<file path="src/design/qrm_pkg.sv">
// Package with widths and payload types of the quaternion to rotation matrix block.
`timescale 1ns / 1ps
package qrm_pkg;
   localparam int IN_WIDTH = 16;
   localparam int OUT_WIDTH = 16;
   localparam int PROD_W = 2 * IN_WIDTH;
   localparam int N2_W = 2 * IN_WIDTH + 1;
   localparam int SUM_W = 2 * IN_WIDTH + 2;
   localparam int Q_W = 16;
   localparam int NUM_ENT = 9;
   localparam int DIV_STEPS = Q_W - 1;
   localparam logic [OUT_WIDTH-1:0] ONE_Q14 = OUT_WIDTH'(16384);

   typedef struct packed {
      logic signed [IN_WIDTH-1:0] quat_w;
      logic signed [IN_WIDTH-1:0] quat_x;
      logic signed [IN_WIDTH-1:0] quat_y;
      logic signed [IN_WIDTH-1:0] quat_z;
   } req_type;

   typedef struct packed {
      logic signed [OUT_WIDTH-1:0] rot_r0c0;
      logic signed [OUT_WIDTH-1:0] rot_r0c1;
      logic signed [OUT_WIDTH-1:0] rot_r0c2;
      logic signed [OUT_WIDTH-1:0] rot_r1c0;
      logic signed [OUT_WIDTH-1:0] rot_r1c1;
      logic signed [OUT_WIDTH-1:0] rot_r1c2;
      logic signed [OUT_WIDTH-1:0] rot_r2c0;
      logic signed [OUT_WIDTH-1:0] rot_r2c1;
      logic signed [OUT_WIDTH-1:0] rot_r2c2;
      logic                        degenerate;
   } rsp_type;

   // State of the nine parallel long divisions as it moves down the pipe.
   typedef struct packed {
      logic                              degen;
      logic [N2_W-1:0]                   n2;
      logic [NUM_ENT-1:0]                neg;
      logic [NUM_ENT-1:0][SUM_W-1:0]     rem;
      logic [NUM_ENT-1:0][Q_W-1:0]       quo;
   } div_type;
endpackage

</file>
<file path="src/design/qrm_div_step.sv">
// One restoring division step for all nine matrix entries, registered.
`timescale 1ns / 1ps
module qrm_div_step (
   input  logic             clock,
   input  logic             reset,
   input  logic             en,
   input  logic             in_valid,
   input  qrm_pkg::div_type in_div,
   output logic             out_valid,
   output qrm_pkg::div_type out_div
);
   localparam int SW = qrm_pkg::SUM_W;

   logic             valid_ff;
   qrm_pkg::div_type div_ff, div_in;

   always_ff @(posedge clock) begin
      if (reset) begin
         valid_ff <= 1'b0;
      end else if (en) begin
         valid_ff <= in_valid;
      end
   end

   always_ff @(posedge clock) begin
      if (en) begin
         div_ff <= div_in;
      end
   end

   always_comb begin
      logic [SW-1:0] shifted;
      logic [SW-1:0] n2_ext;
      div_in = in_div;
      n2_ext = {1'b0, in_div.n2};
      for (int i = 0; i < qrm_pkg::NUM_ENT; i++) begin
         shifted = in_div.rem[i] << 1;
         if (shifted >= n2_ext) begin
            div_in.rem[i] = shifted - n2_ext;
            div_in.quo[i] = {in_div.quo[i][qrm_pkg::Q_W-2:0], 1'b1};
         end else begin
            div_in.rem[i] = shifted;
            div_in.quo[i] = {in_div.quo[i][qrm_pkg::Q_W-2:0], 1'b0};
         end
      end
   end

   assign out_valid = valid_ff;
   assign out_div   = div_ff;
endmodule

</file>
<file path="config.mk">
export PLATFORM = sky130hd
export DESIGN_NAME = qrm_div_step
export DESIGN_NICKNAME = d
export VERILOG_FILES = /design/src/design/qrm_pkg.sv /design/src/design/qrm_div_step.sv
export SDC_FILE = /design/constraint.sdc
export NUM_CORES = 1
export LEC_CHECK = 0
export ABC_AREA = 0
export ABC_CLOCK_PERIOD_IN_PS = 4550
export BUFFER_PORTS_ARGS = -buffer_cell sky130_fd_sc_hd__buf_2
export CAP_MARGIN = 40
export CORE_AREA = 2 2 383 385
export CTS_CLUSTER_SIZE = 30
export DETAILED_ROUTE_END_ITERATION = 6
export DIE_AREA = 0 0 385 387
export GPL_ROUTABILITY_DRIVEN = 0
export PLACE_DENSITY = 0.47
export SLEW_MARGIN = 0
export SYNTH_ARGS = -nofsm -noshare
export SYNTH_HDL_FRONTEND = slang
export SYNTH_SLANG_ARGS = --single-unit
</file>
<file path="constraint.sdc">
create_clock -name clock -period 4.55 [get_ports clock]
set_input_delay 0.455 -clock clock [delete_from_list [all_inputs] [get_ports clock]]
set_output_delay 0.455 -clock clock [all_outputs]
set_load 0.1 [all_outputs]
</file>
[Word-level counts from Yosys, hierarchy flattened]
Cells that the tools add are included.
Word-level totals
  word-level logic and storage cells: 67
  input port bits: 497
  register bits after elaboration: 494
Operators by class
  $lt $le $gt $ge: 9
  muxes and demuxes: 18
  add/sub/neg operators: 9
Operators with widths (number)
  $ge 34x33->1: 9
  $mux 34: 9
  $sub 34x33->34: 9
  $mux 1: 9

[Depth between registers and ports, before layout]
Gate-level depths: netlist of run 1.
  depth after elaboration: 2
  depth in mapped cells: 14

[Worst setup path after synthesis of run 1]
No wires, ideal clock.
  path kind: input port to flip-flop
  from: in in_div[461] in the netlist's numbering
  to: reg div_ff (netlist bit out_div[307]), data pin
  arrival: 3.112 ns
  slack: 1.178 ns
  buffers on the path: 1
  required time: 4.290 ns
  cell stages on the path: 12
  cells stage by stage: inv_1 ha_1 nor2b_1 o31a_1 o311ai_1 and3_1 a211oi_1 o31ai_1 a21oi_1 nor2_2 buf_2 mux2_2
RTL lines
  start, declared: line qrm_div_step.sv:8  | input qrm_pkg::div_type in_div,
  end signal, assigned: line qrm_div_step.sv:27  | div_ff <= div_in;
  end, declared: line qrm_div_step.sv:15  | qrm_pkg::div_type div_ff, div_in;

==> qor.yml, run 1 <==
status: "complete, no violations"
p_leak_nw: 20.2
dr.pass1.iters: 6
antenna_found_initial: 81
ff2ff_path_depth: 3
power_mw: 20.8
wl_met3_um: 13300
m1WireLength_um: 71900
max_slew.worst_pin.slew_ns: 0.778
finalSetupViolCount: 0
wl_per_cell_um: 26.7
die_h_um: 387
rows: 140
ys_async_sr_fraction_pct: 0
pin_count: 991
crit_end: "out_div[369]"
vias: 33000
cp.arrival_ns: 4.67
hp-class: "in2reg"
fmax_ghz: 0.236
ys_ff_latch: 494
grt_pass1_vias: 31600
clkTransAtPathRegs_ns: 0.06
grt_max_degree: 104
syn_to_final_growth_pct: 36.1
numCtsBuffers: 71
portBuffers: 972
seq_area_frac_synth_pct: 43.3
top_layer_used: "met5"
netlist_area_um2: 34200
r2r-start: "out_valid"
start_kind: "primary input"
rsz0062_at_grt: "no"
initial_core_util_pct: 23.6
hpwl_um: 143000
wl_met2_um: 82900
peakVddDrop_v: 0.000304
coreArea_um2: 145000
syn-num-nets: 4177
synth_edf_count: 493
ys_warn_count: 0
antenna_left: 0
worst_slack_ns: 0.310
final_common_cell: "buf_2"
dpl_cell_area_um2: 42400
die_area_um2: 149000
cts_tree: "yes"
htree_levels: 3
post_cts_buffers: 0
max_cap_viol_count: 0
clk_path_buf_depth: 3
dp_slack_ns: 0.148
track_usage_pct: 22.7
mostFrequentLayoutCells: "buf_2 (971), edfxtp_1 (493), a21oi_1 (318)"
fin_crit_sh_pct: 93.2
crit_path_end_kind: "flop"
synthTopCellsByArea: "edfxtp_1 (43%), ha_1 (11%), a21oi_1 (4.6%)"
required_ns: 4.98
finalWirelength_um: 177000
drive_above_1_share_pct: 27.4
fin_crit_ns: 4.24
clock_skew_ns: 0
path_max_fanout: 21
path_class: "in2reg"
avgSynthCellArea_um2: 10.1
fin_setup_tns_ns: 0
power_density_nw_per_um2: 447
grt.overflow.total: 0
drt-initial-drc-count: 2450
rr_endpoint: "out_valid"
clock_sinks: 494
synth_flop_cell: "edfxtp_1"
slew_viol_final: 0
clock_latency_ns: 0.64
synth_top_area_share_pct: 43.2
clock-root-buffer: "clkbuf_16"
fin_area_um2: 46600
grt_pass1_wl_um: 239000
chipWidth_um: 385
yosysUniqueCellTypes: 91
maxSlewHeadroom_pct: 46.8
startpoint: "in_div[470]"
hold_viol_final: 0
drc: 0
vias_per_cell: 4.97
syn-instance-count: 3374
synth_top_cell_by_area: "edfxtp_1"
r2r_slack_ns: 3.40
nets: 5436
-- stage by stage --
stage / hold slack [ns] / utilization, % / std cells
global route: 0.0317 / 32.2 / 6617
CTS: 0.000842 / 32.1 / 6606
finish: 0.0616 / 32.2 / 6627
global placement: 0.473 / 29.3 / 6297
floorplan: 0.527 / - / 3374
detailed placement: 0.489 / 29.3 / 6300
-- cells in the mapped netlist (25+ instances only) --
master and number:
xor2_1 98, o21bai_1 39, and3_1 42, nand4_1 40
clkbuf_1 72, edfxtp_1 493, xnor2_1 138, inv_1 124
ha_1 297, nor2b_1 37, a31oi_1 46, and2_1 25
o21ai_1 58, a21o_1 161, nand2b_1 39, nand2_1 291
mux2_1 76, nor3_1 51, nand3_1 68, o21ai_0 235
a21oi_1 318, o21a_1 32, nor2_1 201, mux2_2 30
-- where the power goes --
group          total, mW  internal (mW)  leakage, nW  switching, mW
Clock               5.67           3.24         1.11           2.43
Sequential          6.02           5.79         4.83          0.226
Combinational       9.16           2.06         14.3           7.10
Total               20.8           11.1         20.2           9.76
-- what timing repair did --
action,CTS,global route
hold endpoints to repair,176,0
gates resized for setup,0,0
hold buffers,177,0
-- cell families after synthesis --
logic type / Yosys count / synth area share, %
buf+inv: 223 / 2.54
flops: 494 / 43.3
mux: 117 / 3.81
compound gates: 1115 / 20.5
fa+ha+maj: 306 / 11.4
xor+xnor: 236 / 6.04
simple gates: 883 / 12.4
-- layer usage --
| layer | vias up | global-route usage (%) |
|---|---|---|
| met5 | - | 0 |
| met4 | 56 | 10.5 |
| met3 | 307 | 5.65 |
| met2 | 1347 | 37.5 |
| li1 | 15400 | - |
| met1 | 15900 | 27.4 |
-- sequential cells by signal, indices dropped and copies added (netlist names) --
signal	cells
out_valid	1
out_div	493
-- critical path, stage by stage --
cell and delay [ns]:
dlygate4sd3_1 0.53, buf_2 0.13, inv_1 0.50, buf_4 0.31
ha_1 0.30, a21oi_1 0.19, nand2_1 0.09, o21ai_0 0.22
a21oi_1 0.14, o21ai_1 0.55, a21oi_1 0.24, nor2_4 0.46
buf_12 0.21, mux2_2 0.33
-- worst min path at each step --
stage,from,endpoint,cells after the start
floorplan,reset,out_valid,1
global placement,out_valid,out_valid,2
detailed placement,out_valid,out_valid,2
CTS,in_div[437],out_div[438],3
global route,in_div[320],out_div[321],2
finish,in_div[259],out_div[260],3
-- area by class of cell --
type	instances	area, um2
tap	1917	2400
sequential	494	14800
clock buffer	85	1850
inverter	128	480
fill	15100	98300
clock inverter	44	480
timing repair buffer	1281	7930
multi-input combinational	2657	18600
antenna	21	52.6
(Power assumes the default switching activity.)
==> inputs of run 2 (changes only) <==
--- a/config.mk
+++ b/config.mk
@@ -6,10 +6,11 @@
 export NUM_CORES = 1
 export LEC_CHECK = 0
 export ABC_AREA = 0
-export ABC_CLOCK_PERIOD_IN_PS = 4550
+export ABC_CLOCK_PERIOD_IN_PS = 4600
 export BUFFER_PORTS_ARGS = -buffer_cell sky130_fd_sc_hd__buf_2
 export CAP_MARGIN = 40
 export CORE_AREA = 2 2 383 385
+export CTS_BUF_LIST = sky130_fd_sc_hd__clkbuf_16
 export CTS_CLUSTER_SIZE = 30
 export DETAILED_ROUTE_END_ITERATION = 6
 export DIE_AREA = 0 0 385 387
==> constraint.sdc (replaced) <==
create_clock -name clock -period 4.6 [get_ports clock]
set_input_delay 0.46 -clock clock [delete_from_list [all_inputs] [get_ports clock]]
set_output_delay 0.46 -clock clock [all_outputs]
set_load 0.1 [all_outputs]
==> qor.yml, run 2 (same netlist as run 1, synthesis figures left out) <==
fin_setup_tns_ns: 0  # unchanged
max_stage_delay_ns: 0.59  # was 0.55 ns
clock-root-buffer: "clkbuf_16"  # unchanged
cp.arrival_ns: 4.67  # about the same
antenna_found_initial: 77  # was 81
clock_sinks: 494  # unchanged
grt_pass1_wl_um: 238000  # was 239000 um
grt.overflow.total: 0  # unchanged
path_class: "in2reg"  # unchanged
portBuffers: 972  # unchanged
vias: 32700  # was 33000
fmax_ghz: 0.234
drive_above_1_share_pct: 27.2  # was 27.4%
register_area_um2: 14800  # unchanged
antenna_left: 0  # unchanged
die_area_um2: 149000  # unchanged
chipWidth_um: 385  # unchanged
maxSlewHeadroom_pct: 40.5  # was 46.8%
hpwl_um: 143000  # about the same
wl_per_cell_um: 26.7  # about the same
dp_slack_ns: 0.244  # was 0.148 ns
mostFrequentLayoutCells: "buf_2 (971), edfxtp_1 (493), a21oi_1 (318)"  # unchanged
multi_input_area_um2: 18600  # unchanged
fin_crit_ns: 4.28
fillers: 15200  # was 15100
cts_tree: "yes"  # unchanged
drc: 0  # unchanged
grt_pass1_vias: 31200  # was 31600
slew_viol_final: 0  # unchanged
drt-initial-drc-count: 2338  # was 2450
required_ns: 5.00  # was 4.98 ns
vias_per_cell: 4.95  # was 4.97
status: "complete, no violations"  # unchanged
clkTransAtPathRegs_ns: 0.06  # about the same
finalWirelength_um: 176000  # was 177000 um
largest_reg_flops: 493  # unchanged
max_slew.worst_pin.slew_ns: 0.890  # was 0.778 ns
initial_core_util_pct: 23.6  # unchanged
clk_path_buf_depth: 3  # unchanged
htree_levels: 3  # unchanged
worst_slack_ns: 0.323  # was 0.310 ns
hp-class: "in2reg"  # unchanged
clock_latency_ns: 0.64  # about the same
pin_count: 991  # unchanged
start_kind: "primary input"  # unchanged
clock_skew_ns: 0  # unchanged
coreArea_um2: 145000  # unchanged
nets: 5414  # was 5436
hold_viol_final: 0  # unchanged
final_common_cell: "buf_2"  # unchanged
grt_max_degree: 93  # was 104
dr.pass1.iters: 5  # was 6
p_leak_nw: 20.1  # was 20.2 nW
path_max_fanout: 50  # was 21
numCtsBuffers: 68  # was 71
rows: 140  # unchanged
crit_path_end_kind: "flop"  # unchanged
finalSetupViolCount: 0  # unchanged
power_density_nw_per_um2: 441  # was 447 nW/um2
peakVddDrop_v: 0.000366  # was 0.000304 V
syn_to_final_growth_pct: 35.4  # was 36.1%
track_usage_pct: 22.6  # was 22.7%
fin_crit_sh_pct: 93.0
worstPathCellList: "dlygate4sd3_1 > buf_2 > inv_1 > buf_4 > ha_1 > nand2_1 > o21ai_0 > a221o_1 > and3_1 > nor4_2 > o211ai_1 > a21oi_4 > buf_12 > inv_2 > mux2_1"  # was dlygate4sd3_1 > buf_2 > inv_1 > buf_4 > ha_1 > a21oi_1 > nand2_1 > o21ai_0 > a21oi_1 > o21ai_1 > a21oi_1 > nor2_4 > buf_12 > mux2_2
rsz0062_at_grt: "no"  # unchanged
cts-resized-gates: 0  # unchanged
die_h_um: 387  # unchanged
worst_path_max_delay_cell: "dlygate4sd3_1"  # was o21ai_1
max_cap_viol_count: 0  # unchanged
==> run 2: area by class of cell <==
cell class,instances,share of cell area [%]
diodes,15,0.0810
clock buffers,68,3.67
clock inverters,55,1.19
inverters,128,1.04
multi-input cells,2657,40.1
flip-flops and latches,494,32.0
well taps,1917,5.18
repair buffers,1262,16.7
==> run 2: where the power goes <==
group	internal (mW)	total [mW]	switching [mW]
logic	2.03	9.05	7.03
clock network	3.14	5.46	2.32
registers	5.73	5.94	0.216
==> run 2: final timing paths <==
check	from	end	slack, ns	cells past startpoint
min	in_div[385]	out_div[386]	0.08	3
max	in_div[471]	out_div[192]	0.32	15
max reg2reg	out_valid	out_valid	3.47	3
min reg2reg	out_valid	out_valid	1.03	3
==> run 2: critical path, delay by kind of cell <==
family / cells / cell delay (ns)
AOI/OAI and AO/OA: 4 / 0.99
adders and majority gates: 1 / 0.34
buffers and inverters: 6 / 1.86
muxes: 1 / 0.31
and+or+nand+nor: 3 / 0.69
==> run 2: per-stage QoR <==
stage | cells | power (mW) | util [%] | area (um2) | hold slack, ns
6_report | 6596 | 20.5 | 32.0 | 46300 | 0.0841
3_3_place_gp | 6283 | 14.9 | 29.2 | 42300 | 0.471
4_1_cts | 6581 | 20.7 | 32.0 | 46300 | 0.00435
2_1_floorplan | 3374 | 12.6 | - | 34200 | 0.532
3_5_place_dp | 6285 | 14.9 | 29.2 | 42300 | 0.478
5_1_grt | 6592 | 21.3 | 32.0 | 46300 | 0.0225
==> run 2: repair_timing <==
action | in CTS | in global routing
hold endpoints to repair | 172 | 0
hold buffers | 173 | 0
buffers inserted | 0 | 0
==> run 2: per-layer routing <==
layer / GRT usage (%) / up-vias / share of wire [%]
li1: - / 15300 / -
met1: 27.4 / 15800 / 41
met2: 38.2 / 1250 / 48
met3: 5.75 / 279 / 7.3
met4: 8.77 / 52 / 4.2
met5: 0 / - / 0.17
