$ cat config.mk
export PLATFORM = sky130hd
export DESIGN_NAME = qrm_out
export DESIGN_NICKNAME = d
export VERILOG_FILES = /design/src/design/qrm_pkg.sv /design/src/design/qrm_out.sv
export SDC_FILE = /design/constraint.sdc
export NUM_CORES = 1
export LEC_CHECK = 0
export ABC_AREA = 1
export ABC_CLOCK_PERIOD_IN_PS = 6600
export BUFFER_PORTS_ARGS = -buffer_cell sky130_fd_sc_hd__buf_4
export CORE_AREA = 2 2 247 249
export DETAILED_ROUTE_END_ITERATION = 7
export DIE_AREA = 0 0 249 251
export HOLD_SLACK_MARGIN = 0.03
export PLACE_DENSITY_LB_ADDON = 0.08
export SYNTH_ARGS = -nofsm -noshare
export SYNTH_HDL_FRONTEND = slang
export SYNTH_SLANG_ARGS = --single-unit
$ cat constraint.sdc
create_clock -name clock -period 6.6 [get_ports clock]
set_clock_uncertainty 0.15 [all_clocks]
set_input_delay 0.66 -clock clock [delete_from_list [all_inputs] [get_ports clock]]
set_output_delay 0.66 -clock clock [all_outputs]
set_load 0.02 [all_outputs]
$ cat src/design/qrm_pkg.sv
// Package with widths and payload types of the quaternion to rotation matrix block.
`timescale 1ns / 1ps
package qrm_pkg;
   localparam int IN_WIDTH = 16;
   localparam int OUT_WIDTH = 16;
   localparam int PROD_W = 2 * IN_WIDTH;
   localparam int N2_W = 2 * IN_WIDTH + 1;
   localparam int SUM_W = 2 * IN_WIDTH + 2;
   localparam int Q_W = 16;
   localparam int NUM_ENT = 9;
   localparam int DIV_STEPS = Q_W - 1;
   localparam logic [OUT_WIDTH-1:0] ONE_Q14 = OUT_WIDTH'(16384);

   typedef struct packed {
      logic signed [IN_WIDTH-1:0] quat_w;
      logic signed [IN_WIDTH-1:0] quat_x;
      logic signed [IN_WIDTH-1:0] quat_y;
      logic signed [IN_WIDTH-1:0] quat_z;
   } req_type;

   typedef struct packed {
      logic signed [OUT_WIDTH-1:0] rot_r0c0;
      logic signed [OUT_WIDTH-1:0] rot_r0c1;
      logic signed [OUT_WIDTH-1:0] rot_r0c2;
      logic signed [OUT_WIDTH-1:0] rot_r1c0;
      logic signed [OUT_WIDTH-1:0] rot_r1c1;
      logic signed [OUT_WIDTH-1:0] rot_r1c2;
      logic signed [OUT_WIDTH-1:0] rot_r2c0;
      logic signed [OUT_WIDTH-1:0] rot_r2c1;
      logic signed [OUT_WIDTH-1:0] rot_r2c2;
      logic                        degenerate;
   } rsp_type;

   // State of the nine parallel long divisions as it moves down the pipe.
   typedef struct packed {
      logic                              degen;
      logic [N2_W-1:0]                   n2;
      logic [NUM_ENT-1:0]                neg;
      logic [NUM_ENT-1:0][SUM_W-1:0]     rem;
      logic [NUM_ENT-1:0][Q_W-1:0]       quo;
   } div_type;
endpackage

$ cat src/design/qrm_out.sv
// Output stage: rounding, clamping, sign and the identity case, into the result register.
`timescale 1ns / 1ps
module qrm_out (
   input  logic             clock,
   input  logic             reset,
   input  logic             en,
   input  logic             in_valid,
   input  qrm_pkg::div_type in_div,
   output logic             rsp_valid,
   output qrm_pkg::rsp_type rsp_data
);
   localparam int OW = qrm_pkg::OUT_WIDTH;
   localparam int QW = qrm_pkg::Q_W;

   logic             valid_ff;
   qrm_pkg::rsp_type data_ff, data_in;

   always_ff @(posedge clock) begin
      if (reset) begin
         valid_ff <= 1'b0;
      end else if (en) begin
         valid_ff <= in_valid;
      end
   end

   always_ff @(posedge clock) begin
      if (en) begin
         data_ff <= data_in;
      end
   end

   always_comb begin
      logic [qrm_pkg::NUM_ENT-1:0][OW-1:0] ent;
      logic [QW:0]   rounded;
      logic [OW-1:0] mag;
      for (int i = 0; i < qrm_pkg::NUM_ENT; i++) begin
         // The quotient carries one extra fraction bit for round half away.
         rounded = ({1'b0, in_div.quo[i]} + (QW+1)'(1)) >> 1;
         if (rounded > (QW+1)'(qrm_pkg::ONE_Q14)) begin
            mag = qrm_pkg::ONE_Q14;
         end else begin
            mag = OW'(rounded);
         end
         ent[i] = in_div.neg[i] ? OW'(-mag) : mag;
      end
      if (in_div.degen) begin
         for (int i = 0; i < qrm_pkg::NUM_ENT; i++) begin
            ent[i] = (i % 4 == 0) ? qrm_pkg::ONE_Q14 : '0;
         end
      end
      data_in.rot_r0c0   = ent[0];
      data_in.rot_r0c1   = ent[1];
      data_in.rot_r0c2   = ent[2];
      data_in.rot_r1c0   = ent[3];
      data_in.rot_r1c1   = ent[4];
      data_in.rot_r1c2   = ent[5];
      data_in.rot_r2c0   = ent[6];
      data_in.rot_r2c1   = ent[7];
      data_in.rot_r2c2   = ent[8];
      data_in.degenerate = in_div.degen;
   end

   assign rsp_valid = valid_ff;
   assign rsp_data  = data_ff;
endmodule

# Word-level counts from Yosys, hierarchy flattened
# Index checks and enable logic that the tools add are counted.
# op_classes
n_addsub,18
n_lt_le_gt_ge,9
mux,18
# ops
cell,n
two-way mux 16 bit,18
adder 16 x 1 -> 17 bit (second input constant),9
> comparator 16 x 15 -> 1 bit (second input constant),9
negator 16 bit,9
# word_totals
regBits,146
in_bits,497
out_inout_bits,146

# Depth between registers and ports, before layout
# Gate-level depths: netlist of run 1.
# logic_depth
ltp_word,5
ltp_mapped,23
ltp_nobuf,22

# Least setup slack after synthesis of run 1
# No wires, ideal clock.
# synth_path
path_type,in2reg
start,in in_div[16] (netlist bit)
end,"reg data_ff (netlist bit rsp_data[117]), data pin"
arrival_time_ns,2.953
path_slack_ns,3.239
path_stages,18
n_path_buf,1
cell_sequence,ha_1 -> nand3_1 -> xor2_1 -> nand2_1 -> nor2_1 -> nand2_1 -> nor2_1 -> nand3_1 -> nand2_2 -> buf_6 -> inv_2 -> or2_1 -> ha_1 -> inv_1 -> a21oi_1 -> or2_2 -> o21ai_0 -> a21oi_1
# synth_between
elab_chain_len,5
# synth_rtl
item,line_no,rtl
from (decl),qrm_out.sv:8,"input qrm_pkg::div_type in_div,"
adder 16 x 1 -> 17 bit *,qrm_out.sv:38,"rounded = ({1'b0, in_div.quo[i]} + (QW+1)'(1)) >> 1;"
> comparator 16 x 15 -> 1 bit,qrm_out.sv:39,if (rounded > (QW+1)'(qrm_pkg::ONE_Q14)) begin
two-way mux 16 bit *,qrm_out.sv:39,
negator 16 bit,qrm_out.sv:44,ent[i] = in_div.neg[i] ? OW'(-mag) : mag;
two-way mux 16 bit *,qrm_out.sv:44,
to (signal assigned),qrm_out.sv:28,data_ff <= data_in;
to (decl),qrm_out.sv:16,"qrm_pkg::rsp_type data_ff, data_in;"
# Mark *: on every way between the ends. The rest lies on a longest branch, timed or not.
# A chain may end at the register's enable or synchronous reset.

# Final worst setup path of run 1
# layout_path
start,in in_div[49] (netlist bit)
end,"reg data_ff (netlist bit rsp_data[87]), data pin"
# The elaborated chain is that of the path after synthesis.

==> impl_metrics.xml, run 1 <==
<?xml version="1.0" encoding="UTF-8"?>
<metrics>
  <group name="status">
    <metric name="status" unit="">finished, final reports clean</metric>
  </group>
  <group name="timing">
    <metric name="tightest_slew" unit="ns">1.081</metric>
    <metric name="slew_viol_final" unit="">0</metric>
    <metric name="max_slew_margin" unit="%">27.92</metric>
    <metric name="post-route-period-util" unit="%">57.06</metric>
    <metric name="fmax" unit="GHz">0.2655</metric>
    <metric name="unrepaired_setup_endpoints_after_global_routing" unit="">no</metric>
    <metric name="setup_violations" unit="">0</metric>
    <metric name="final.min_clock_period" unit="ns">3.766</metric>
    <metric name="setup-tns-final" unit="ns">0</metric>
    <metric name="setup_slack" unit="ns">2.834</metric>
    <metric name="hold_viol" unit="">0</metric>
  </group>
  <group name="synthesis">
    <metric name="combinational_family_with_the_most_area_after_synthesis" unit="">simple AND/OR/NAND/NOR gates</metric>
    <metric name="yosysTopAreaCellShare" unit="%">32.43</metric>
    <metric name="synth.top_cells.by_count" unit="">sky130_fd_sc_hd__nand2_1, sky130_fd_sc_hd__nor2_1, sky130_fd_sc_hd__inv_1, sky130_fd_sc_hd__nand3_1, sky130_fd_sc_hd__edfxtp_1</metric>
    <metric name="most_used_flip_flop_cell_after_synthesis" unit="">sky130_fd_sc_hd__edfxtp_1</metric>
    <metric name="post_synth_xor_area_fraction" unit="%">3.243</metric>
    <metric name="synth_async_sr_flop_share" unit="%">0</metric>
    <metric name="synthMuxAreaShare" unit="%">0.07456</metric>
    <metric name="synth.ff_latch_count" unit="">146</metric>
    <metric name="main_area_contributors_after_synthesis" unit="">sky130_fd_sc_hd__edfxtp_1, sky130_fd_sc_hd__nand2_1, sky130_fd_sc_hd__nor2_1</metric>
    <metric name="yosysMostFrequentCell" unit="">sky130_fd_sc_hd__nand2_1</metric>
    <metric name="synthesis.area_per_instance" unit="sq um">6.470</metric>
    <metric name="combined_area_of_all_synthesized_cells" unit="sq um">13430</metric>
    <metric name="postSynthNetCount" unit="">2590</metric>
    <metric name="simple_logic_cell_fraction_of_the_synthesized_area" unit="%">41.72</metric>
    <metric name="yosysWarnings" unit="">0</metric>
    <metric name="synth_edf_count" unit="">145</metric>
    <metric name="synthCells" unit="">2075</metric>
    <metric name="post_synth_fa_ha_maj_area_fraction" unit="%">1.678</metric>
    <metric name="seq_area_frac_synth" unit="%">32.58</metric>
    <metric name="synthDominantAreaCellType" unit="">sky130_fd_sc_hd__edfxtp_1</metric>
    <metric name="synth_compound_gate_area_share" unit="%">10.95</metric>
    <metric name="synth.distinct_cells" unit="">53</metric>
  </group>
  <group name="route">
    <metric name="routed-via-count" unit="">13890</metric>
    <metric name="drtAntennaViolNets" unit="">0</metric>
    <metric name="route.detailed.wl_per_inst" unit="um">15.04</metric>
    <metric name="drt_iter0_drcs" unit="">631</metric>
    <metric name="drt_wl_total" unit="mm">47.57</metric>
    <metric name="drc" unit="">0</metric>
    <metric name="drt-pass1-iter-count" unit="">7</metric>
    <metric name="viasPerCell" unit="">4.391</metric>
  </group>
  <group name="placed_design">
    <metric name="pre_cts_slack" unit="ns">2.367</metric>
    <metric name="port-buffer-count" unit="">303</metric>
    <metric name="placement.cell_area" unit="sq um">16450</metric>
    <metric name="detailed_place_hpwl" unit="mm">38.01</metric>
    <metric name="place_congestion" unit="">0.8597</metric>
  </group>
  <group name="job">
    <metric name="timing.max_cap.violations" unit="">0</metric>
  </group>
  <group name="finish">
    <metric name="layout.nets" unit="">2873</metric>
    <metric name="finalCoreUtilization" unit="%">28.55</metric>
    <metric name="post-route-cell-area" unit="sq um">17070</metric>
    <metric name="num-fill-cells" unit="">6699</metric>
    <metric name="layout-drive-gt1-share" unit="%">18.09</metric>
    <metric name="area_growth_from_synthesis_to_layout" unit="%">27.15</metric>
  </group>
  <group name="worst_setup_path">
    <metric name="start_kind" unit="">input port</metric>
    <metric name="critPathRequiredTime" unit="ns">6.66</metric>
    <metric name="critPathLaunch" unit="">in_div[49]</metric>
    <metric name="worstPathCellList" unit="">buf_4 -&gt; ha_1 -&gt; nand2_1 -&gt; nor2_2 -&gt; nand2_1 -&gt; xor2_1 -&gt; nand3_1 -&gt; nor2_1 -&gt; nand3_1 -&gt; nand2_1 -&gt; inv_2 -&gt; or2_2 -&gt; ha_1 -&gt; or2_2 -&gt; nand2_1 -&gt; nor2_2 -&gt; o21ai_0 -&gt; a21oi_1</metric>
    <metric name="rr_worst_depth" unit="">2</metric>
    <metric name="cp_max_fo" unit="">21</metric>
    <metric name="critPathArrivalTime" unit="ns">3.83</metric>
    <metric name="endpoint_kind" unit="">register</metric>
    <metric name="critical_path.slowest_cell" unit="">sky130_fd_sc_hd__nand2_1</metric>
    <metric name="path_class" unit="">in2reg</metric>
    <metric name="r2r_slack" unit="ns">5.87</metric>
    <metric name="timing.critical_path.mode_cell" unit="">sky130_fd_sc_hd__nand2_1</metric>
    <metric name="end_of_the_worst_register_to_register_path" unit="">rsp_valid</metric>
    <metric name="critical-path-max-stage-delay" unit="ns">0.50</metric>
    <metric name="cp-endpoint" unit="">rsp_data[87]</metric>
    <metric name="critical_path.reg2reg.startpoint" unit="">rsp_valid</metric>
  </group>
  <group name="power_and_ir_drop">
    <metric name="power.clock.fraction" unit="%">33.4</metric>
    <metric name="power_per_cell_area" unit="nW/um^2">181.9</metric>
    <metric name="peak_vdd_ir" unit="V">0.0002209</metric>
    <metric name="power.share.switching" unit="%">35.11</metric>
    <metric name="cellLeakagePower" unit="uW">0.008160</metric>
    <metric name="share_comb_of_total_power" unit="%">29.4</metric>
    <metric name="int_pwr" unit="uW">2015</metric>
    <metric name="seq_power_share" unit="%">37.2</metric>
    <metric name="netSwitchingPower" unit="uW">1090</metric>
  </group>
  <group name="cts">
    <metric name="cts-htree-levels" unit="">4</metric>
    <metric name="cts_buffer_depth" unit="">2</metric>
    <metric name="cts_root_buf" unit="">sky130_fd_sc_hd__clkbuf_16</metric>
    <metric name="tritoncts.num_buffers" unit="">17</metric>
    <metric name="post-cts-setup-buffers" unit="">0</metric>
    <metric name="insertion_delay_of_the_later_clocked_pin_in_the_worst_skew_pair" unit="ns">0.47</metric>
    <metric name="cts.hold.buffers_added" unit="">0</metric>
    <metric name="worst_setup_hold_path_clk_slew" unit="ns">0.07</metric>
    <metric name="number_of_sinks_on_the_clock_net" unit="">146</metric>
    <metric name="cts_resized" unit="">0</metric>
    <metric name="cts_tree" unit="">yes</metric>
  </group>
  <group name="global_route">
    <metric name="largest_net_degree_at_the_start_of_global_routing" unit="">99</metric>
    <metric name="grt_pass1_wl" unit="mm">74.27</metric>
    <metric name="grt_pass1_vias" unit="">13213</metric>
    <metric name="total_track_usage" unit="%">15.21</metric>
    <metric name="grt_overflow" unit="">0</metric>
    <metric name="grt_antenna_before_repair" unit="">21</metric>
  </group>
  <group name="floorplan">
    <metric name="die_height" unit="um">251</metric>
    <metric name="design.core.area" unit="sq um">59790</metric>
    <metric name="row_count" unit="">90</metric>
    <metric name="dieWidth" unit="um">249</metric>
    <metric name="floorplan.initialDensity" unit="%">22.45</metric>
    <metric name="floorplan.die_area" unit="sq um">62500</metric>
    <metric name="pin_count" unit="">643</metric>
  </group>
  <group name="min_path">
    <metric name="min-delay-path-class" unit="">in2reg</metric>
    <metric name="min_path_cells" unit="">2</metric>
  </group>
</metrics>
-- per-stage QoR --
stage          std cells  power, uW  hold slack (ns)
5_1_grt             3153       3316           0.1454
2_1_floorplan       2075       1700           0.4288
3_5_place_dp        3121       2099           0.3374
3_3_place_gp        3121       2100           0.3288
6_report            3163       3105           0.1844
4_1_cts             3153       3179           0.1382
-- cell type report --
type	count	area [sq um]	area share, %
clock inverters	15	170.2	0.9968
repair buffers	306	2301	13.48
multi-input cells	1607	7742	45.36
diodes	10	25.02	0.1466
well taps	782	978.4	5.732
flip-flops and latches	146	4374	25.62
inverters	280	1054	6.172
clock buffers	17	425.4	2.492
-- worst max-delay path, delay by kind of cell --
family | cells | cell delay [ns]
compound gates | 2 | 0.23
xor+xnor | 1 | 0.22
fa+ha+maj | 2 | 0.40
buf+inv | 2 | 0.25
simple gates | 11 | 2.05
-- logic make-up after synthesis --
| kind of cell | count (synthesis) |
|---|---|
| compound gates | 248 |
| xor+xnor | 48 |
| fa+ha+maj | 18 |
| buf+inv | 322 |
| flops | 146 |
| mux | 1 |
| simple gates | 1292 |
-- layer usage --
layer | share of wire [%] | global-route usage (%) | up-vias | routed length [um]
met3 | 12 | 8.905 | 49 | 5613
met4 | 1.2 | 3.498 | 22 | 548
met2 | 39 | 21.71 | 338 | 18600
met1 | 48 | 19.51 | 6102 | 22650
met5 | 0.35 | 0 | - | 165
li1 | - | - | 7379 | -
-- power groups by stage --
| stage | clock, uW | sequential, uW | combinational (uW) |
|---|---|---|---|
| floorplan | 0 | 1280 | 423 |
| global placement | 0 | 1180 | 923 |
| detailed placement | 0 | 1180 | 923 |
| CTS | 1090 | 1160 | 927 |
| global route | 1130 | 1160 | 1030 |
| finish | 1040 | 1160 | 913 |
-- cells in the final DEF, fill, tap and decap left out, drive strengths merged, types with 2 or more instances in the layout --
cell type | synthesis | layout
nand2 | 680 | 680
nor2 | 311 | 311
buf | 25 | 306
inv | 280 | 288
nand3 | 173 | 173
edfxtp | 145 | 145
o21ai | 112 | 112
a21oi | 86 | 86
nand4 | 64 | 64
nor3 | 35 | 35
xor2 | 32 | 32
ha | 18 | 18
clkbuf | 17 | 17
xnor2 | 16 | 16
nand3b | 12 | 12
or2 | 11 | 11
diode | 0 | 10
o31ai | 9 | 9
o311ai | 8 | 8
o21bai | 7 | 7
o41ai | 7 | 7
o311a | 5 | 5
o21a | 4 | 4
o211ai | 4 | 4
nor3b | 3 | 3
clkinv | 0 | 3
nor4 | 2 | 2
a22oi | 2 | 2
bufinv | 0 | 2
clkinvlp | 0 | 2
-- worst min path at each step --
| stage | startpoint | to | slack (ns) |
|---|---|---|---|
| after floorplan | rsp_valid | rsp_valid | 0.43 |
| after global placement | rsp_valid | rsp_valid | 0.33 |
| after detailed placement | rsp_valid | rsp_valid | 0.34 |
| after CTS | reset | rsp_valid | 0.14 |
| after global routing | reset | rsp_valid | 0.15 |
| final | reset | rsp_valid | 0.18 |
-- flip-flops by register name, summed over array words and instances, names as in the netlist --
| name | count |
|---|---|
| rsp_data | 145 |
| rsp_valid | 1 |
(Power assumes the default switching activity.)
==> run 2, diff against run 1 <==
--- a/config.mk
+++ b/config.mk
@@ -5,12 +5,12 @@
 export SDC_FILE = /design/constraint.sdc
 export NUM_CORES = 1
 export LEC_CHECK = 0
-export ABC_AREA = 1
-export ABC_CLOCK_PERIOD_IN_PS = 6600
+export ABC_AREA = 0
+export ABC_CLOCK_PERIOD_IN_PS = 3800
 export BUFFER_PORTS_ARGS = -buffer_cell sky130_fd_sc_hd__buf_4
-export CORE_AREA = 2 2 247 249
+export CORE_AREA = 2 2 250 252
 export DETAILED_ROUTE_END_ITERATION = 7
-export DIE_AREA = 0 0 249 251
+export DIE_AREA = 0 0 252 254
 export HOLD_SLACK_MARGIN = 0.03
 export PLACE_DENSITY_LB_ADDON = 0.08
 export SYNTH_ARGS = -nofsm -noshare
==> constraint.sdc (replaced) <==
create_clock -name clock -period 3.8 [get_ports clock]
set_clock_uncertainty 0.15 [all_clocks]
set_input_delay 0.38 -clock clock [delete_from_list [all_inputs] [get_ports clock]]
set_output_delay 0.38 -clock clock [all_outputs]
set_load 0.02 [all_outputs]
==> impl_metrics.xml, run 2 <==
<?xml version="1.0" encoding="UTF-8"?>
<metrics>
  <group name="global_route">
    <metric name="total_track_usage" unit="%">15.97</metric>
    <metric name="most_heavily_used_metal_layer_in_global_routing" unit="">met2</metric>
    <metric name="grt_pass1_vias" unit="">13756</metric>
    <metric name="grt_pass1_wl" unit="mm">79.24</metric>
    <metric name="use_met2" unit="%">23.34</metric>
    <metric name="largest_net_degree_at_the_start_of_global_routing" unit="">57</metric>
    <metric name="grt_overflow" unit="">0</metric>
    <metric name="grt_antenna_before_repair" unit="">11</metric>
    <metric name="globalRouteMet3Util" unit="%">5.654</metric>
    <metric name="grt_use_met1" unit="%">21.89</metric>
  </group>
  <group name="worst_setup_path">
    <metric name="critical_path.n_buffers_inverters" unit="">2</metric>
    <metric name="critPathArrivalTime" unit="ns">3.62</metric>
    <metric name="cp_max_fo" unit="">4</metric>
    <metric name="timing.critical_path.mode_cell" unit="">sky130_fd_sc_hd__and3_1</metric>
    <metric name="critical_path.slowest_cell" unit="">sky130_fd_sc_hd__or3b_4</metric>
    <metric name="critPathRequiredTime" unit="ns">3.88</metric>
    <metric name="start_kind" unit="">input port</metric>
    <metric name="cpLargestDelayFamily" unit="">simple AND/OR/NAND/NOR gates</metric>
    <metric name="path_class" unit="">in2reg</metric>
    <metric name="critical-path-max-stage-delay" unit="ns">0.44</metric>
    <metric name="endpoint_kind" unit="">register</metric>
    <metric name="worstPathCellList" unit="">buf_4 -&gt; ha_1 -&gt; and3_1 -&gt; and3_1 -&gt; a21boi_1 -&gt; o2111ai_1 -&gt; and3b_1 -&gt; a21o_1 -&gt; nand2_1 -&gt; ha_2 -&gt; inv_1 -&gt; nor2_1 -&gt; nand4_1 -&gt; or3b_4 -&gt; a21oi_2 -&gt; nand3_1 -&gt; a311o_1</metric>
  </group>
  <group name="timing">
    <metric name="slew_viol_final" unit="">0</metric>
    <metric name="setup_slack" unit="ns">0.2622</metric>
    <metric name="post-route-period-util" unit="%">93.10</metric>
    <metric name="hold_viol" unit="">0</metric>
    <metric name="final.min_clock_period" unit="ns">3.538</metric>
    <metric name="max_slew_margin" unit="%">52.39</metric>
    <metric name="tightest_slew" unit="ns">0.7098</metric>
    <metric name="setup-tns-final" unit="ns">0</metric>
    <metric name="fmax" unit="GHz">0.2827</metric>
    <metric name="unrepaired_setup_endpoints_after_global_routing" unit="">no</metric>
    <metric name="setup_violations" unit="">0</metric>
  </group>
  <group name="synthesis">
    <metric name="synth_async_sr_flop_share" unit="%">0</metric>
    <metric name="yosysMostFrequentCell" unit="">sky130_fd_sc_hd__nand2_1</metric>
    <metric name="synthCells" unit="">1669</metric>
    <metric name="synth_edf_count" unit="">145</metric>
    <metric name="seq_area_frac_synth" unit="%">32.33</metric>
    <metric name="combinational_family_with_the_most_area_after_synthesis" unit="">simple AND/OR/NAND/NOR gates</metric>
    <metric name="synth.ff_latch_count" unit="">146</metric>
    <metric name="synthesis.area_per_instance" unit="sq um">8.105</metric>
    <metric name="simple_logic_cell_fraction_of_the_synthesized_area" unit="%">29.95</metric>
    <metric name="synth_compound_gate_area_share" unit="%">18.29</metric>
    <metric name="yosysWarnings" unit="">0</metric>
    <metric name="postSynthNetCount" unit="">2184</metric>
    <metric name="post_synth_xor_area_fraction" unit="%">11.39</metric>
    <metric name="synthDominantAreaCellType" unit="">sky130_fd_sc_hd__edfxtp_1</metric>
    <metric name="synth.top_cells.by_count" unit="">sky130_fd_sc_hd__nand2_1, sky130_fd_sc_hd__nor2_1, sky130_fd_sc_hd__edfxtp_1, sky130_fd_sc_hd__xnor2_1, sky130_fd_sc_hd__nand3_1</metric>
    <metric name="yosysTopAreaCellShare" unit="%">32.19</metric>
    <metric name="most_used_flip_flop_cell_after_synthesis" unit="">sky130_fd_sc_hd__edfxtp_1</metric>
    <metric name="combined_area_of_all_synthesized_cells" unit="sq um">13530</metric>
    <metric name="post_synth_fa_ha_maj_area_fraction" unit="%">1.665</metric>
    <metric name="main_area_contributors_after_synthesis" unit="">sky130_fd_sc_hd__edfxtp_1, sky130_fd_sc_hd__xnor2_1, sky130_fd_sc_hd__nand2_1</metric>
    <metric name="synthMuxAreaShare" unit="%">2.719</metric>
    <metric name="synth.distinct_cells" unit="">87</metric>
  </group>
  <group name="route">
    <metric name="drtAntennaViolNets" unit="">0</metric>
    <metric name="route.detailed.wl_per_inst" unit="um">17.71</metric>
    <metric name="routed-via-count" unit="">14245</metric>
    <metric name="drc" unit="">0</metric>
    <metric name="viasPerCell" unit="">4.878</metric>
    <metric name="drt-pass1-iter-count" unit="">5</metric>
    <metric name="drt_iter0_drcs" unit="">978</metric>
    <metric name="drt_wl_total" unit="mm">51.71</metric>
  </group>
  <group name="power_and_ir_drop">
    <metric name="total_power" unit="uW">5370</metric>
    <metric name="cellLeakagePower" unit="uW">0.007160</metric>
    <metric name="power_per_cell_area" unit="nW/um^2">287.5</metric>
    <metric name="peak_vdd_ir" unit="V">0.0003575</metric>
  </group>
  <group name="cts">
    <metric name="insertion_delay_of_the_later_clocked_pin_in_the_worst_skew_pair" unit="ns">0.48</metric>
    <metric name="cts_buffer_depth" unit="">2</metric>
    <metric name="number_of_sinks_on_the_clock_net" unit="">146</metric>
    <metric name="cts_root_buf" unit="">sky130_fd_sc_hd__clkbuf_16</metric>
    <metric name="cts-htree-levels" unit="">4</metric>
    <metric name="cts_tree" unit="">yes</metric>
    <metric name="tritoncts.num_buffers" unit="">17</metric>
    <metric name="worst_setup_hold_path_clk_slew" unit="ns">0.07</metric>
    <metric name="cts_resized" unit="">0</metric>
  </group>
  <group name="floorplan">
    <metric name="floorplan.die_area" unit="sq um">64010</metric>
    <metric name="pin_count" unit="">643</metric>
    <metric name="floorplan.initialDensity" unit="%">22.08</metric>
    <metric name="die_height" unit="um">254</metric>
    <metric name="dieWidth" unit="um">252</metric>
    <metric name="row_count" unit="">91</metric>
    <metric name="design.core.area" unit="sq um">61260</metric>
  </group>
  <group name="finish">
    <metric name="final-instance-count-excl-fill" unit="">2920</metric>
    <metric name="area_growth_from_synthesis_to_layout" unit="%">38.08</metric>
    <metric name="largest_register_ffs" unit="">145</metric>
    <metric name="layout.area.seq" unit="sq um">4374</metric>
    <metric name="post-route-cell-area" unit="sq um">18680</metric>
    <metric name="num-fill-cells" unit="">6619</metric>
    <metric name="most_frequent_standard_cell_in_the_layout_excluding_fill_and_tap_cells" unit="">sky130_fd_sc_hd__buf_4</metric>
    <metric name="layout.nets" unit="">2629</metric>
    <metric name="multiInputGateArea" unit="sq um">8691</metric>
    <metric name="layout-drive-gt1-share" unit="%">28.16</metric>
    <metric name="layout.cells.most_common_list" unit="">sky130_fd_sc_hd__buf_4, sky130_fd_sc_hd__nand2_1, sky130_fd_sc_hd__nor2_1</metric>
  </group>
  <group name="placed_design">
    <metric name="detailed_place_hpwl" unit="mm">40.85</metric>
    <metric name="pre_cts_slack" unit="ns">-0.2599</metric>
    <metric name="place_congestion" unit="">0.8211</metric>
    <metric name="port-buffer-count" unit="">303</metric>
    <metric name="placement.cell_area" unit="sq um">18080</metric>
    <metric name="placedCellCount" unit="">2883</metric>
  </group>
  <group name="min_path">
    <metric name="min-delay-path-class" unit="">in2reg</metric>
  </group>
  <group name="status">
    <metric name="status" unit="">finished, final reports clean</metric>
  </group>
  <group name="job">
    <metric name="timing.max_cap.violations" unit="">0</metric>
  </group>
</metrics>
==> run 2: changes by cell type after synthesis, moves of 57 or more <==
cell,change
sky130_fd_sc_hd__nand3_1,-57
sky130_fd_sc_hd__nand2_1,-479
sky130_fd_sc_hd__inv_1,-246
sky130_fd_sc_hd__nor2_1,-126
sky130_fd_sc_hd__xnor2_1,+94
==> run 2: timing repair <==
item,in CTS,in global routing
hold buffers,2,0
endpoints found under the hold margin,1,0
buffers inserted,0,0
==> run 2: worst min-delay path, cell delays in order <==
cell and delay [ns]:
sky130_fd_sc_hd__buf_4 0.12, sky130_fd_sc_hd__xnor2_1 0.07, sky130_fd_sc_hd__nor2_1 0.08
==> run 2: cell families (layout without fill, tap and decap cells) <==
group	count (synthesis)	count (layout)
compound gates	374	374
xor+xnor	176	176
fa+ha+maj	18	18
buf+inv	125	583
flops	146	146
mux	35	35
other cells	0	3
simple gates	795	795
==> run 2: cell type report <==
cell class | instances | area share [%]
Clock buffer | 18 | 2.298
Clock inverter | 14 | 0.7435
Tap cell | 790 | 5.292
Multi-Input combinational cell | 1398 | 46.53
Sequential cell | 146 | 23.42
Inverter | 32 | 0.6430
Antenna cell | 3 | 0.04019
Timing Repair Buffer | 519 | 21.04
==> run 2: path summary, 6_finish.rpt <==
path / startpoint / endpoint / slack (ns) / cells past startpoint
worst max-delay path: in_div[64] / rsp_data[79] / 0.26 / 17
worst min-delay path: in_div[104] / rsp_data[40] / 0.13 / 3
worst max register to register: rsp_valid / rsp_valid / 2.51 / 3
worst min register to register: rsp_valid / rsp_valid / 0.90 / 3
==> run 2: stage by stage <==
step / hold slack [ns] / utilization, %
global route: 0.1298 / 30.48
floorplan: 0.3024 / -
finish: 0.1294 / 30.49
global placement: 0.3266 / 29.52
detailed placement: 0.3422 / 29.52
CTS: 0.08477 / 30.48
==> run 2: per-layer routing <==
metal / vias to the layer above / part of all wire, %
met2: 355 / 42
met3: 59 / 7.9
met5: - / 0.20
li1: 7160 / -
met4: 14 / 1.6
met1: 6657 / 49
==> run 2: report_power, final <==
group | internal (uW) | switching, uW | leakage, uW
clock network | 959 | 778 | 0.000277
registers | 1930 | 50.5 | 0.00140
logic | 693 | 955 | 0.00548
==> run 3, diff against run 2 <==
--- a/config.mk
+++ b/config.mk
@@ -8,9 +8,9 @@
 export ABC_AREA = 0
 export ABC_CLOCK_PERIOD_IN_PS = 3800
 export BUFFER_PORTS_ARGS = -buffer_cell sky130_fd_sc_hd__buf_4
-export CORE_AREA = 2 2 250 252
+export CORE_AREA = 2 2 251 253
 export DETAILED_ROUTE_END_ITERATION = 7
-export DIE_AREA = 0 0 252 254
+export DIE_AREA = 0 0 253 255
 export HOLD_SLACK_MARGIN = 0.03
 export PLACE_DENSITY_LB_ADDON = 0.08
 export SYNTH_ARGS = -nofsm -noshare
==> impl_metrics.xml, run 3 (synthesis results as in run 2) <==
<?xml version="1.0" encoding="UTF-8"?>
<metrics>
  <group name="status">
    <metric name="status" unit="">finished, final reports clean</metric>
  </group>
  <group name="placed_design">
    <metric name="pre_cts_slack" unit="ns">-0.2296</metric>
    <metric name="detailed_place_hpwl" unit="mm">40.49</metric>
    <metric name="place_congestion" unit="">0.8212</metric>
    <metric name="port-buffer-count" unit="">303</metric>
  </group>
  <group name="timing">
    <metric name="slew_viol_final" unit="">0</metric>
    <metric name="max_slew_margin" unit="%">45.60</metric>
    <metric name="setup_slack" unit="ns">0.2590</metric>
    <metric name="final.min_clock_period" unit="ns">3.541</metric>
    <metric name="hold_viol" unit="">0</metric>
    <metric name="unrepaired_setup_endpoints_after_global_routing" unit="">no</metric>
    <metric name="setup-tns-final" unit="ns">0</metric>
    <metric name="fmax" unit="GHz">0.2824</metric>
    <metric name="post-route-period-util" unit="%">93.18</metric>
    <metric name="setup_violations" unit="">0</metric>
    <metric name="tightest_slew" unit="ns">0.8160</metric>
  </group>
  <group name="worst_setup_path">
    <metric name="critical_path.slowest_cell" unit="">sky130_fd_sc_hd__or3b_4</metric>
    <metric name="critical_path.n_buffers_inverters" unit="">2</metric>
    <metric name="cpLargestDelayFamily" unit="">simple AND/OR/NAND/NOR gates</metric>
    <metric name="timing.critical_path.mode_cell" unit="">sky130_fd_sc_hd__and3_1</metric>
    <metric name="critical-path-max-stage-delay" unit="ns">0.44</metric>
    <metric name="critPathArrivalTime" unit="ns">3.62</metric>
    <metric name="path_class" unit="">in2reg</metric>
    <metric name="worstPathCellList" unit="">buf_4 -&gt; ha_1 -&gt; and3_1 -&gt; and3_1 -&gt; a21boi_1 -&gt; o2111ai_1 -&gt; and3b_1 -&gt; a21o_1 -&gt; nand2_1 -&gt; ha_2 -&gt; inv_1 -&gt; nor2_1 -&gt; nand4_1 -&gt; or3b_4 -&gt; a21oi_2 -&gt; nand3_1 -&gt; a311o_1</metric>
    <metric name="cp_max_fo" unit="">3</metric>
    <metric name="critPathRequiredTime" unit="ns">3.88</metric>
    <metric name="endpoint_kind" unit="">register</metric>
    <metric name="start_kind" unit="">input port</metric>
  </group>
  <group name="floorplan">
    <metric name="pin_count" unit="">643</metric>
    <metric name="die_height" unit="um">255</metric>
    <metric name="row_count" unit="">92</metric>
    <metric name="floorplan.initialDensity" unit="%">21.76</metric>
    <metric name="dieWidth" unit="um">253</metric>
    <metric name="floorplan.die_area" unit="sq um">64520</metric>
    <metric name="design.core.area" unit="sq um">62160</metric>
  </group>
  <group name="power_and_ir_drop">
    <metric name="power_per_cell_area" unit="nW/um^2">292.4</metric>
    <metric name="cellLeakagePower" unit="uW">0.007026</metric>
    <metric name="peak_vdd_ir" unit="V">0.0003824</metric>
  </group>
  <group name="route">
    <metric name="viasPerCell" unit="">4.852</metric>
    <metric name="drc" unit="">0</metric>
    <metric name="routed-via-count" unit="">14080</metric>
    <metric name="drt_wl_total" unit="mm">51.37</metric>
    <metric name="drtAntennaViolNets" unit="">0</metric>
    <metric name="route.detailed.wl_per_inst" unit="um">17.70</metric>
    <metric name="drt_iter0_drcs" unit="">730</metric>
    <metric name="drt-pass1-iter-count" unit="">7</metric>
  </group>
  <group name="cts">
    <metric name="cts_buffer_depth" unit="">2</metric>
    <metric name="cts_tree" unit="">yes</metric>
    <metric name="tritoncts.num_buffers" unit="">17</metric>
    <metric name="number_of_sinks_on_the_clock_net" unit="">146</metric>
    <metric name="cts_root_buf" unit="">sky130_fd_sc_hd__clkbuf_16</metric>
    <metric name="worst_setup_hold_path_clk_slew" unit="ns">0.06</metric>
    <metric name="insertion_delay_of_the_later_clocked_pin_in_the_worst_skew_pair" unit="ns">0.48</metric>
    <metric name="cts-htree-levels" unit="">4</metric>
  </group>
  <group name="global_route">
    <metric name="grt_pass1_wl" unit="mm">78.02</metric>
    <metric name="largest_net_degree_at_the_start_of_global_routing" unit="">69</metric>
    <metric name="grt_overflow" unit="">0</metric>
    <metric name="total_track_usage" unit="%">15.66</metric>
    <metric name="grt_pass1_vias" unit="">13653</metric>
    <metric name="grt_antenna_before_repair" unit="">10</metric>
  </group>
  <group name="finish">
    <metric name="most_frequent_standard_cell_in_the_layout_excluding_fill_and_tap_cells" unit="">sky130_fd_sc_hd__buf_4</metric>
    <metric name="layout-drive-gt1-share" unit="%">27.12</metric>
    <metric name="largest_register_ffs" unit="">145</metric>
    <metric name="layout.cells.most_common_list" unit="">sky130_fd_sc_hd__buf_4, sky130_fd_sc_hd__nand2_1, sky130_fd_sc_hd__nor2_1</metric>
    <metric name="area_growth_from_synthesis_to_layout" unit="%">36.68</metric>
    <metric name="finalCoreUtilization" unit="%">29.75</metric>
    <metric name="layout.nets" unit="">2600</metric>
  </group>
  <group name="job">
    <metric name="timing.max_cap.violations" unit="">0</metric>
  </group>
  <group name="min_path">
    <metric name="min-delay-path-class" unit="">in2reg</metric>
  </group>
</metrics>
## run 3: cell count changes in the layout (fill, tap and decap cells not counted), sizes merged
cell / change
buf: -29
bufinv: +1
diode: +2
clkinvlp: -1
## run 3: layer usage
metal	track usage (%)	vias up	wire length, um
met5	0	-	61
met4	4.193	10	718
met3	5.756	42	4199
met2	23.22	352	21330
met1	21.29	6573	25060
li1	-	7103	-
## run 3: worst register-to-register path, delay by kind of cell, from the launching register on
family	cells	cell delay [ns]
buffers and inverters	1	0.54
DFF	1	0.32
muxes	1	0.12
and+or+nand+nor	1	0.05
## run 3: cell type report
class / instances / area [sq um]
Clock buffer: 18 / 429.2
Inverter: 32 / 120.1
Sequential cell: 146 / 4374
Multi-Input combinational cell: 1398 / 8691
Clock inverter: 14 / 163.9
Timing Repair Buffer: 490 / 3700
Tap cell: 799 / 999.7
Fill cell: 6737 / 43670
Antenna cell: 5 / 12.51
## run 3: timing repair
item | 4_1_cts | 5_1_grt
hold endpoints to repair | 1 | 0
resized for setup | 0 | 0
hold buffers | 2 | 0
setup buffers | 0 | 0
## run 3: worst paths after layout
kind                from           end  slack, ns  cells after the start
max           in_div[64]  rsp_data[79]       0.26                     17
min          in_div[104]  rsp_data[40]       0.14                      3
max reg2reg    rsp_valid     rsp_valid       2.51                      3
min reg2reg    rsp_valid     rsp_valid       0.90                      3
## run 3: through the flow
step	cell area, sq um	cells	hold WS [ns]	power, uW
final	18490	2902	0.1357	5406
after detailed placement	17860	2863	0.3549	3655
after global routing	18480	2897	0.1514	5719
after floorplan	13560	1669	0.3024	2868
after global placement	17860	2863	0.3249	3656
after CTS	18480	2897	0.08683	5506
## run 3: power breakdown
group | leakage [uW] | internal [uW] | switching [uW] | total [uW]
sequential | 0.00140 | 1940 | 52.5 | 1990
clock | 0.000289 | 1030 | 760 | 1790
combinational | 0.00534 | 679 | 953 | 1630
